<file path="src/sv/plps_isqrt.sv">
module plps_isqrt #(
  parameter int VW = 64,
  parameter int RW = 32,
  parameter int SW = 1
) (
  input  logic          clk,
  input  logic          rst,
  input  logic          en,
  input  logic          in_valid,
  input  logic [VW-1:0] in_value,
  input  logic [SW-1:0] in_side,
  output logic          out_valid,
  output logic [RW-1:0] out_root,
  output logic [SW-1:0] out_side
);

  localparam int TW = VW + 2;

  logic          vld_q  [RW];
  logic [VW-1:0] rem_q  [RW];
  logic [RW-1:0] root_q [RW];
  logic [SW-1:0] side_q [RW];

  // One root bit per stage, most significant first.
  for (genvar k = 0; k < RW; k++) begin : g_stage
    localparam int J = RW - 1 - k;
    logic          vld_i;
    logic [VW-1:0] rem_i;
    logic [RW-1:0] root_i;
    logic [SW-1:0] side_i;
    logic [TW-1:0] trial;

    if (k == 0) begin : g_first
      assign vld_i  = in_valid;
      assign rem_i  = in_value;
      assign root_i = '0;
      assign side_i = in_side;
    end else begin : g_next
      assign vld_i  = vld_q[k-1];
      assign rem_i  = rem_q[k-1];
      assign root_i = root_q[k-1];
      assign side_i = side_q[k-1];
    end

    // Growth of the square when bit J is added to the partial root.
    assign trial = (TW'(root_i) << (J + 1)) + (TW'(1) << (2 * J));

    always_ff @(posedge clk) begin
      if (rst) begin
        vld_q[k] <= 1'b0;
      end else if (en) begin
        vld_q[k] <= vld_i;
      end
    end

    always_ff @(posedge clk) begin
      if (en) begin
        side_q[k] <= side_i;
        if (TW'(rem_i) >= trial) begin
          rem_q[k]  <= rem_i - trial[VW-1:0];
          root_q[k] <= root_i | (RW'(1) << J);
        end else begin
          rem_q[k]  <= rem_i;
          root_q[k] <= root_i;
        end
      end
    end
  end

  assign out_valid = vld_q[RW-1];
  assign out_root  = root_q[RW-1];
  assign out_side  = side_q[RW-1];

endmodule

</file>
<file path="config.mk">
export PLATFORM = sky130hd
export DESIGN_NAME = plps_isqrt
export DESIGN_NICKNAME = d
export VERILOG_FILES = /design/src/sv/plps_isqrt.sv
export SDC_FILE = /design/constraint.sdc
export NUM_CORES = 2
export LEC_CHECK = 0
export BUFFER_PORTS_ARGS = -buffer_cell sky130_fd_sc_hd__buf_4
export CELL_PAD_IN_SITES_DETAIL_PLACEMENT = 0
export CELL_PAD_IN_SITES_GLOBAL_PLACEMENT = 2
export CORE_MARGIN = 4
export CORE_UTILIZATION = 24
export DETAILED_ROUTE_END_ITERATION = 10
export PLACE_DENSITY = 0.45
export SETUP_SLACK_MARGIN = 0.3
export SLEW_MARGIN = 20
export SYNTH_ARGS = -nofsm -noshare
export SYNTH_HDL_FRONTEND = slang
export SYNTH_SLANG_ARGS = --single-unit
</file>
<file path="constraint.sdc">
create_clock -name clk -period 5.75 [get_ports clk]
set_input_delay 0 -clock clk [delete_from_list [all_inputs] [get_ports clk]]
set_output_delay 0 -clock clk [all_outputs]
set_load 0.01 [all_outputs]
</file>
# Word level (Yosys, flattened, before mapping)
# Memory sizes are Yosys's and may differ from the RTL's.
# Cells that the tools add are included.
# classes
addsub,63
n_mul,0
div,0
n_lt_le_gt_ge,32
n_eq_ne,0
n_shift,0
muxes,294
bitwise,96
reduce_logical,0
# ops
operator,n
$mux W64,32
$mux W32,32
$mux W1,230
$or A1 B1 Y1,96
$add A63 B61 Y64 const B,1
$ge A64 B34 Y1,1
$ge A64 B35 Y1,1
$ge A64 B36 Y1,1
$ge A64 B37 Y1,1
$ge A64 B38 Y1,1
$ge A64 B39 Y1,1
$ge A64 B40 Y1,1
$ge A64 B41 Y1,1
$ge A64 B42 Y1,1
$ge A64 B43 Y1,1
$ge A64 B44 Y1,1
$ge A64 B45 Y1,1
$ge A64 B46 Y1,1
$ge A64 B47 Y1,1
$ge A64 B48 Y1,1
$ge A64 B49 Y1,1
$ge A64 B50 Y1,1
$ge A64 B51 Y1,1
$ge A64 B52 Y1,1
75 further kinds,75
# totals
reg_bits,0
latchBits,0
mem_bits_rw,3136
romBits,0
wordCells,489
mem_count,4
# memory_table
name,depth,width,read_ports,rd_clocked_by_memory_dff,write_ports,line_no,rtl
rem_q,32,64,31,0,32,20,logic [VW-1:0] rem_q [RW];
root_q,32,32,32,0,32,21,logic [RW-1:0] root_q [RW];
side_q,32,1,32,0,32,22,logic [SW-1:0] side_q [RW];
vld_q,32,1,32,0,32,19,logic vld_q [RW];

# Longest topological paths before layout
# An unclocked memory read counts as a cell.
# depth
word_depth,7
ltp_mapped,14
depth_no_buf,12

# Least setup slack after synthesis
# Ideal clock, no wire load.
# synth_path
kind,in2reg
from,input port en
to,memory rem_q[30][0] (netlist: rem_q[1][896]) (enable)
setup_time_ps,487
t_arrival_ps,3593
setup_slack_ps,1669
path_stages,5
path_buffers,5
path_cell_list,clkbuf_1 clkbuf_1 clkbuf_1 clkbuf_1 clkbuf_1
# synth_rtl
item,line_no,rtl
start: declaration,8,"input logic en,"
end: declaration,20,

==> impl_metrics.ini <==
[outcome]
status = complete, no violations

[clock_tree]
cts_sinks = 2576
clkTransAtPathRegs_ns = 0.06
ctsResizeCount = 0
numCtsBuffers = 331
cts_tree = yes
postCtsSetupBuffers = 0
root_buffer = clkbuf_16
clockBufferDepth = 4
htreeDepth = 5
insertion_delay_ns = 0.98

[worst_setup_path]
worstSetupEndpointType = flip-flop
worstPathArrival_ns = 5.66
reg2reg_depth = 11
path_max_fanout = 6
rrSetupSlack_ns = 0.72
critPathLaunchType = flip-flop
critPathKind = reg -> reg
r2r-end = rem_q[1][809]$_DFFE_PP_
reg2reg_from = rem_q[1][716]$_DFFE_PP_
cp_data_required_time_ns = 6.38

[drt]
drt-pass1-iter-count = 5
vias = 78800
drt_iter0_markers = 5753
post_drt_wl_per_cell_um = 22.1
ant_nets = 0
drc = 0
viasPerCell = 4.56
drt-total-wl_um = 382000

[synthesis]
synth-xor-area-share_pct = 6.25
synthCells = 9834
synthAdderAreaFrac_pct = 5.67
synthesis.area_um2 = 123000
synth_top_area_cell = edfxtp_1
yosys.area_share.simple_pct = 12.6
ys_ff_latch = 2576
synth_nets = 10500
ys_async_sr_fraction_pct = 0
synth_area_leaders = edfxtp_1 63%, ha_1 5.7%, xnor2_1 3.2%
synth_edf_count = 2576
synth_top_family_by_area = simple AND/OR/NAND/NOR gates
synthDominantCellAreaShare_pct = 62.8
ys.flop_type = edfxtp_1
synthMuxAreaShare_pct = 0.491
synth-compound-area-share_pct = 9.34
ys_types = 88
avgSynthCellArea_um2 = 12.5
synth_warnings = 0
yosysSeqAreaShare_pct = 62.8

[hold_path]
hp-start = en
hp-class = in -> reg
whs_endpoint = rem_q[0][637]$_DFFE_PP_
hold_depth = 2

[placed_design]
portBuffers = 102
place_congestion = 0.801
dp_hpwl_um = 291000
dp_slack_ns = 0.819
placed_area_um2 = 133000

[grt]
grt_max_degree = 150
overflow = 0
antenna_found_initial = 28
grt_use_total_pct = 14.2
grt_first_pass_wirelength_um = 555000
grt_pass1_vias = 79300

[die]
initial_core_util_pct = 24.1
io_pins = 103
core_um2 = 510000
die_x_um = 724
floorplan.rows = 262
die-area_um2 = 525000
dieHeight_um = 724

[job]
cap_violations = 0

[final_layout]
drive_above_1_share_pct = 7.76
fin_area_um2 = 145000
area_growth_pct = 17.6
fin_nets = 10900

[timing]
tns_ns = 0
timing.final.crit_period_ns = 5.03
hold_viol_final = 0
worst_slack_ns = 0.716
slew_violations = 0
min_period_over_period_pct = 87.5
tightest_slew_ns = 1.26
rsz0062_at_grt = no
report.final.setup_viol = 0
clock_skew_ns = 0.103
max_freq_mhz = 199
slew_headroom_pct = 15.0

[power_and_ir_drop]
p_leak_nw = 52.4
power.density_nw_per_um2 = 401
ir_drop_uv = 237
[worst max-delay path: stages (launching register included)]
cell and delay [ns]:
edfxtp_1 0.40, ha_1 0.39, nand2_1 0.27, o21ai_0 0.89, o21ai_0 0.41, a211o_1 0.41
a31oi_1 0.44, a2111oi_1 0.14, buf_4 0.20, or4_1 0.67, nor4b_1 0.43, xor2_1 0.11
[metrics by stage]
stage	util [%]	cells	power, mW	hold WS, ns
after global routing	28.4	17300	61.3	0.102
after global placement	26.0	16500	37.8	0.181
after detailed placement	26.0	16500	37.7	0.180
final	28.4	17300	58.0	0.145
after floorplan	-	9834	33.1	0.0989
after CTS	28.4	17300	59.2	0.0515
[per-layer routing]
layer	up-vias	part of all wire, %	GRT usage (%)
li1	37800	-	-
met1	39000	47	19.9
met2	1464	46	22.9
met3	461	4.2	2.02
met4	2	2.5	3.53
met5	-	0.0034	0
[registers in the layout, summed over array words and instances, names as in the netlist]
signal,count
vld_q,32
root_q,528
side_q,32
rem_q,1984
[area by class of cell]
type,instances,area [um^2]
antenna,10,25.0
clock buffer,391,8550
clock inverter,207,2290
fill,52300,365000
inverter,671,2520
multi-input combinational,6350,42500
sequential,2576,77400
tap,6732,8420
timing repair buffer,345,3050
[kinds of logic (layout without fill, tap and decap cells)]
logic type / Yosys count / in the layout
compound gates: 1852 / 1852
xor+xnor: 879 / 879
fa+ha+maj: 558 / 558
buf+inv: 908 / 1614
flops: 2576 / 2576
mux: 55 / 55
other cells: 0 / 10
simple gates: 3006 / 3006
[repair_timing]
item,CTS,global route
hold buffers,136,0
hold endpoints to repair,518,0
endpoints found under the setup margin,0,0
[how the worst max path moves through the flow]
stage,start,end,depth (start not counted)
after global routing,root_q[1][360]$_DFFE_PP_,rem_q[1][809]$_DFFE_PP_,12
after detailed placement,root_q[1][360]$_DFFE_PP_,rem_q[1][809]$_DFFE_PP_,12
final,rem_q[1][716]$_DFFE_PP_,rem_q[1][809]$_DFFE_PP_,11
after CTS,root_q[1][360]$_DFFE_PP_,rem_q[1][809]$_DFFE_PP_,12
after floorplan,en,rem_q[1][896]$_DFFE_PP_,5
after global placement,rem_q[1][530]$_DFFE_PP_,rem_q[1][631]$_DFFE_PP_,12
[power breakdown]
group	switching [mW]	leakage (nW)	total [mW]	internal, mW
sequential	2.06	24.8	25.8	23.7
combinational	6.99	22.4	11.4	4.41
clock	8.55	5.21	20.8	12.3
[synthesized netlist by cell type, types with 167 or more instances]
cell      count
nand3_1     173
nand2_1     760
nor3_1      283
nand4_1     167
edfxtp_1   2576
clkbuf_1    222
xnor2_1     445
a21o_1      271
nor4_1      344
xor2_1      434
nor2_1      557
inv_1       668
ha_1        558
a21oi_1     491
o21ai_0     565
[cells in the final DEF, fill, tap and decap left out, types with 119 or more instances in the layout]
master / count
buf_4: 199
clkbuf_16: 333
nor4_1: 333
xnor2_1: 445
nand2_1: 760
dlygate4sd3_1: 136
nand3_1: 173
nor3_1: 279
nor2_1: 556
a21oi_1: 491
a21o_1: 271
or3_1: 119
edfxtp_1: 2576
nand4_1: 167
ha_1: 558
inv_1: 668
xor2_1: 434
o21ai_0: 564
(Power assumes the default switching activity.)
