### src/sv/plps_div.sv
module plps_div #(
  parameter int NW = 46,
  parameter int DW = 32,
  parameter int QB = 17,
  parameter int SW = 1
) (
  input  logic          clk,
  input  logic          rst,
  input  logic          en,
  input  logic          in_valid,
  input  logic [NW-1:0] in_num,
  input  logic [DW-1:0] in_den,
  input  logic [SW-1:0] in_side,
  output logic          out_valid,
  output logic [QB-1:0] out_quot,
  output logic          out_sat,
  output logic [SW-1:0] out_side
);

  localparam int CW = ((NW > DW + QB) ? NW : DW + QB) + 1;

  logic          vld_q  [QB+1];
  logic [NW-1:0] rem_q  [QB+1];
  logic [DW-1:0] den_q  [QB+1];
  logic [QB-1:0] quot_q [QB+1];
  logic          sat_q  [QB+1];
  logic [SW-1:0] side_q [QB+1];

  always_ff @(posedge clk) begin
    if (rst) begin
      vld_q[0] <= 1'b0;
    end else if (en) begin
      vld_q[0] <= in_valid;
    end
  end

  // First stage flags a quotient too large for the kept bits.
  always_ff @(posedge clk) begin
    if (en) begin
      rem_q[0]  <= in_num;
      den_q[0]  <= in_den;
      quot_q[0] <= '0;
      sat_q[0]  <= (CW'(in_num) >= (CW'(in_den) << QB));
      side_q[0] <= in_side;
    end
  end

  // Restoring division, one quotient bit per stage.
  for (genvar k = 1; k <= QB; k++) begin : g_stage
    localparam int J = QB - k;
    logic [CW-1:0] shifted;

    assign shifted = CW'(den_q[k-1]) << J;

    always_ff @(posedge clk) begin
      if (rst) begin
        vld_q[k] <= 1'b0;
      end else if (en) begin
        vld_q[k] <= vld_q[k-1];
      end
    end

    always_ff @(posedge clk) begin
      if (en) begin
        den_q[k]  <= den_q[k-1];
        sat_q[k]  <= sat_q[k-1];
        side_q[k] <= side_q[k-1];
        if (CW'(rem_q[k-1]) >= shifted) begin
          rem_q[k]  <= rem_q[k-1] - shifted[NW-1:0];
          quot_q[k] <= quot_q[k-1] | (QB'(1) << J);
        end else begin
          rem_q[k]  <= rem_q[k-1];
          quot_q[k] <= quot_q[k-1];
        end
      end
    end
  end

  assign out_valid = vld_q[QB];
  assign out_quot  = quot_q[QB];
  assign out_sat   = sat_q[QB];
  assign out_side  = side_q[QB];

endmodule

### config.mk
export PLATFORM = sky130hd
export DESIGN_NAME = plps_div
export DESIGN_NICKNAME = d
export VERILOG_FILES = /design/src/sv/plps_div.sv
export SDC_FILE = /design/constraint.sdc
export NUM_CORES = 2
export LEC_CHECK = 0
export ABC_AREA = 1
export BUFFER_PORTS_ARGS = -buffer_cell sky130_fd_sc_hd__buf_2
export CAP_MARGIN = 20
export CORE_UTILIZATION = 45
export CTS_CLUSTER_DIAMETER = 120
export CTS_CLUSTER_SIZE = 10
export DETAILED_ROUTE_END_ITERATION = 6
export HOLD_SLACK_MARGIN = 0.05
export PLACE_DENSITY = 0.58
export SLEW_MARGIN = 10
export SYNTH_ARGS = -nofsm -noshare
export SYNTH_HDL_FRONTEND = slang
export SYNTH_SLANG_ARGS = --single-unit
### constraint.sdc
create_clock -name clk -period 7.27 [get_ports clk]
set_input_delay 1.8175 -clock clk [delete_from_list [all_inputs] [get_ports clk]]
set_output_delay 1.8175 -clock clk [all_outputs]
set_load 0.05 [all_outputs]
* Word-level counts from Yosys, hierarchy flattened
Memory sizes are Yosys's and may differ from the RTL's.
Cells that the tools add are included.
** Word-level totals
- Input port bits :: 83
- Word-level logic and storage cells :: 253
- Memories :: 6
- Memory bits (writable) :: 1764
- Output and inout bits :: 20
- Register bits after elaboration :: 0
** Operators by class
- $add $sub $neg :: 17
- Bitwise operators :: 52
- Muxes and demuxes :: 160
- Magnitude comparators :: 18
** Memory list
- rem_q :: words 18, width 46, read ports 17, clocked after memory_dff 0, write ports 18, line 23 : logic [NW-1:0] rem_q [QB+1];
- den_q :: words 18, width 32, read ports 17, clocked after memory_dff 0, write ports 18, line 24 : logic [DW-1:0] den_q [QB+1];
- quot_q :: words 18, width 17, read ports 18, clocked after memory_dff 0, write ports 18, line 25 : logic [QB-1:0] quot_q [QB+1];
- sat_q :: words 18, width 1, read ports 18, clocked after memory_dff 0, write ports 18, line 26 : logic sat_q [QB+1];
- side_q :: words 18, width 1, read ports 18, clocked after memory_dff 0, write ports 18, line 27 : logic [SW-1:0] side_q [QB+1];
- vld_q :: words 18, width 1, read ports 18, clocked after memory_dff 0, write ports 18, line 22 : logic vld_q [QB+1];
** Operators by type and width (number)
- 46-bit 2-to-1 mux :: 17
- 17-bit 2-to-1 mux :: 17
- 46-bit subtractor :: 3
- 1-bit 2-to-1 mux :: 126
- 1-bit bitwise OR :: 52
- 46-bit by 49-bit >= comparator with 1-bit output :: 1
- 46-bit by 48-bit >= comparator with 1-bit output :: 1
- 46-bit by 47-bit >= comparator with 1-bit output :: 1
- 46-bit by 32-bit >= comparator with 1-bit output :: 1
- 46-bit by 33-bit >= comparator with 1-bit output :: 1
- 46-bit by 34-bit >= comparator with 1-bit output :: 1
- 46-bit by 35-bit >= comparator with 1-bit output :: 1
- 46-bit by 36-bit >= comparator with 1-bit output :: 1
- 46-bit by 37-bit >= comparator with 1-bit output :: 1
- 46-bit by 38-bit >= comparator with 1-bit output :: 1
- 46-bit by 39-bit >= comparator with 1-bit output :: 1
- 46-bit by 40-bit >= comparator with 1-bit output :: 1
- 46-bit by 41-bit >= comparator with 1-bit output :: 1
- 46-bit by 42-bit >= comparator with 1-bit output :: 1
- 46-bit by 43-bit >= comparator with 1-bit output :: 1
- 46-bit by 44-bit >= comparator with 1-bit output :: 1
- 46-bit by 45-bit >= comparator with 1-bit output :: 1
- 46-bit >= comparator :: 1
- 46-bit by 32-bit subtractor with 46-bit output :: 1
- other kinds (13) :: 13

* Depth between registers and ports, before layout
An unclocked memory read counts as a cell.
- Word-level depth :: 6
- Depth in mapped cells :: 17
- Gate-level depth less buffers :: 17

* Worst setup path after synthesis
OpenSTA, ideal clock, no wires.
- Kind :: input port to flip-flop
- Start :: in en
- End :: mem quot_q[16][10] (netlist: quot_q[8][10]), enable pin
- Data arrival time :: 3.993 ns
- Stages on the path :: 3
- Path buffers :: 3
- Setup time :: 0.442 ns
- Required time :: 6.828 ns
- Setup slack :: 2.835 ns
- Cell sequence :: buf_2 buf_1 clkbuf_1
** RTL lines
- start, declared :: line 9 : input logic en,
- end, declared :: line 25

==> flow_metrics.py <==
metrics = {
    "run_status": {
        "status": "complete, no violations",
    },
    "pwr": {
        "swShare_pct": 45.6,
        "power_switching_uw": 18600,
        "seq_power_share_pct": 35.6,
        "p_int_uw": 22300,
        "combPwrFrac_pct": 45.2,
        "p_leak_uw": 0.0538,
        "power_frac_clock_pct": 19.2,
        "ir_worst_vdd_mv": 0.230,
        "p_per_area_nw_per_um2": 375,
    },
    "placement": {
        "preCtsSetupSlack_ps": 2460,
        "postPlaceCellArea_sq_um": 104000,
        "dp_hpwl_mm": 305,
        "gp_congestion": 1.01,
        "dpl.cell_count": 16200,
        "io_buffers": 102,
    },
    "cts": {
        "clk_latency_ps": 880,
        "post_cts_buffers": 0,
        "clk_pin_slew_ps": 70,
        "cts_buffers": 171,
        "ctsHoldBuffers": 0,
        "cts_tree": "yes",
        "cts_root_buf": "clkbuf_16",
        "htreeDepth": 4,
        "clock_sinks": 1533,
        "post_cts_resized": 0,
        "clockBufferDepth": 3,
    },
    "yosys": {
        "ys_seq_elements": 1533,
        "yosysSeqAreaShare_pct": 45.6,
        "syn_area_sq_um": 101000,
        "synth_edf_count": 1533,
        "synth_nets": 13900,
        "synth_top_area_share_pct": 45.6,
        "synthTopCellsByArea": "edfxtp_1, nand2_1, inv_1",
        "syn_area_per_cell_sq_um": 7.62,
        "postSynth.asyncResetShare_pct": 0,
        "ys_types": 51,
        "ys_warn_count": 0,
        "postSynthCellCount": 13200,
        "synth_ff_type": "edfxtp_1",
        "synth_area_leader_cell": "edfxtp_1",
    },
    "sta": {
        "setup_viol": 0,
        "max_freq_mhz": 252,
        "finalHoldViolations": 0,
        "clock_skew_ps": 74.5,
        "slew_violations": 0,
        "max_slew_margin_pct": 26.4,
        "setup_ws_ps": 3300,
        "setup_tns_ps": 0,
        "finalCritPeriodShare_pct": 54.6,
        "rsz0062_at_grt": "no",
        "final.min_clock_period_ps": 3970,
        "tightest_slew_ps": 1100,
    },
    "route": {
        "drtAntennaViolNets": 0,
        "drt_wl_total_mm": 371,
        "vias": 86600,
        "drc": 0,
        "wl_per_cell_microns": 22.6,
        "first_pass_iters": 6,
        "dr.first_iter.drc_count": 8992,
        "via_per_inst": 5.28,
    },
    "worst_hold_path": {
        "min_path_type": "flip-flop to flip-flop",
    },
    "floorplan": {
        "dieHeight_microns": 475,
        "die_w_microns": 475,
        "initial_utilization_pct": 45.3,
        "core_area_sq_um": 223000,
        "io_pins": 103,
        "die-area_sq_um": 226000,
        "placementRows": 173,
    },
    "cells_and_area": {
        "syn_to_final_growth_pct": 8.26,
        "final_cell_mix": "nand2_1, inv_1, edfxtp_1",
        "instances_no_fill": 16400,
        "final_common_cell": "nand2_1",
        "drive_gt1_share_pct": 3.38,
        "fin_area_sq_um": 109000,
        "fill_cells": 22000,
        "nNetsFinal": 14100,
    },
    "global_routing": {
        "grt_pass1_vias": 81600,
        "antenna_found_initial": 14,
        "grt-ovfl-total": 0,
        "grt_start_max_net_pins": 164,
        "grt_pass1_wl_mm": 537,
        "grt_use_total_pct": 32.4,
    },
    "critical_path": {
        "path_class": "flip-flop to flip-flop",
        "cp_max_fo": 36,
        "rrSetupSlack_ps": 3300,
        "cp-start-kind": "flip-flop",
        "cp.arrival_ps": 4550,
        "worstSetupEndpointType": "flip-flop",
        "worstPathRequired_ps": 7850,
    },
    "job": {
        "cap_violations": 0,
    },
}
-- metal layers --
layer | global-route usage (%) | routed length [microns] | vias to the layer above
met3 | 4.18 | 25200 | 577
li1 | - | - | 42100
met4 | 13.2 | 16800 | 6
met1 | 45.7 | 167000 | 40800
met2 | 50.3 | 162000 | 3111
met5 | 0 | 44 | -
-- through the flow --
stage | power, uW | hold WS, ps | utilization (%)
2_1_floorplan | 25900 | 400 | -
3_3_place_gp | 32600 | 400 | 46.9
3_5_place_dp | 32700 | 405 | 46.9
4_1_cts | 40600 | 404 | 49.1
5_1_grt | 43500 | 413 | 49.1
6_report | 40900 | 403 | 49.1
-- final timing paths --
kind                                    start  depth (start not counted)            to
worst max register to register    den_q[6][1]                         13  rem_q[3][80]
worst min-delay path            quot_q[7][24]                          0  quot_q[8][7]
worst min register to register  quot_q[7][24]                          0  quot_q[8][7]
worst max-delay path              den_q[6][1]                         13  rem_q[3][80]
-- cell type report --
class	count	area, sq um	area share, %
clock buffers	172	4280	3.92
diodes	9	22.5	0.0206
repair buffers	139	861	0.788
inverters	2573	9660	8.85
multi-input cells	8982	44200	40.5
clock inverters	16	424	0.388
flip-flops and latches	1533	46000	42.2
well taps	2975	3720	3.41
-- power groups by stage --
stage	sequential [uW]	combinational [uW]	clock, uW
final	14600	18500	7870
after global routing	14600	20600	8320
after CTS	14500	18100	8050
after detailed placement	14600	18000	0
after global placement	14700	18000	0
after floorplan	13000	12800	0
-- cell usage after synthesis, types with 13 or more instances --
cell type     n
nand2_2      24
o21ai_0     218
nand2_1    4699
buf_4        55
inv_2        15
nand3_2      13
ha_1        570
xnor2_1      76
or2_2        23
fa_1         16
edfxtp_1   1533
nor4_1       33
nor2_1     1188
a21oi_1     551
clkbuf_1     31
nand3_1     852
inv_1      2556
nand3b_1     92
nor2_2       22
nor3_1      129
buf_6        19
xor2_1      228
buf_2        43
o21bai_1     45
nand4_1     106
and2_1       17
-- kinds of logic (layout without fill, tap and decap cells) --
| logic type | Yosys count | after routing | share of synthesized area, % |
|---|---|---|---|
| buf+inv | 2727 | 2900 | 10.6 |
| other cells | 0 | 9 | 0 |
| xor+xnor | 304 | 304 | 2.64 |
| compound gates | 865 | 865 | 4.54 |
| flops | 1533 | 1533 | 45.6 |
| fa+ha+maj | 586 | 586 | 7.39 |
| simple gates | 7227 | 7227 | 29.2 |
-- flip-flops by register name, indices dropped and copies added, names as in the netlist --
name	count
sat_q	18
den_q	544
side_q	18
quot_q	153
rem_q	782
vld_q	18
-- worst max-delay path: stages, from the launching register on --
cell      delay (ps)
edfxtp_1         530
inv_1            130
ha_1             440
nand2_1           80
nor3_1           240
nand3_1          130
nor2_1           260
nand3_1          240
nand2_1          110
inv_1             50
nand2_2          630
inv_2            560
nand2_1          180
nand2_1           80
Note: power is estimated with default switching activity, not from simulation.
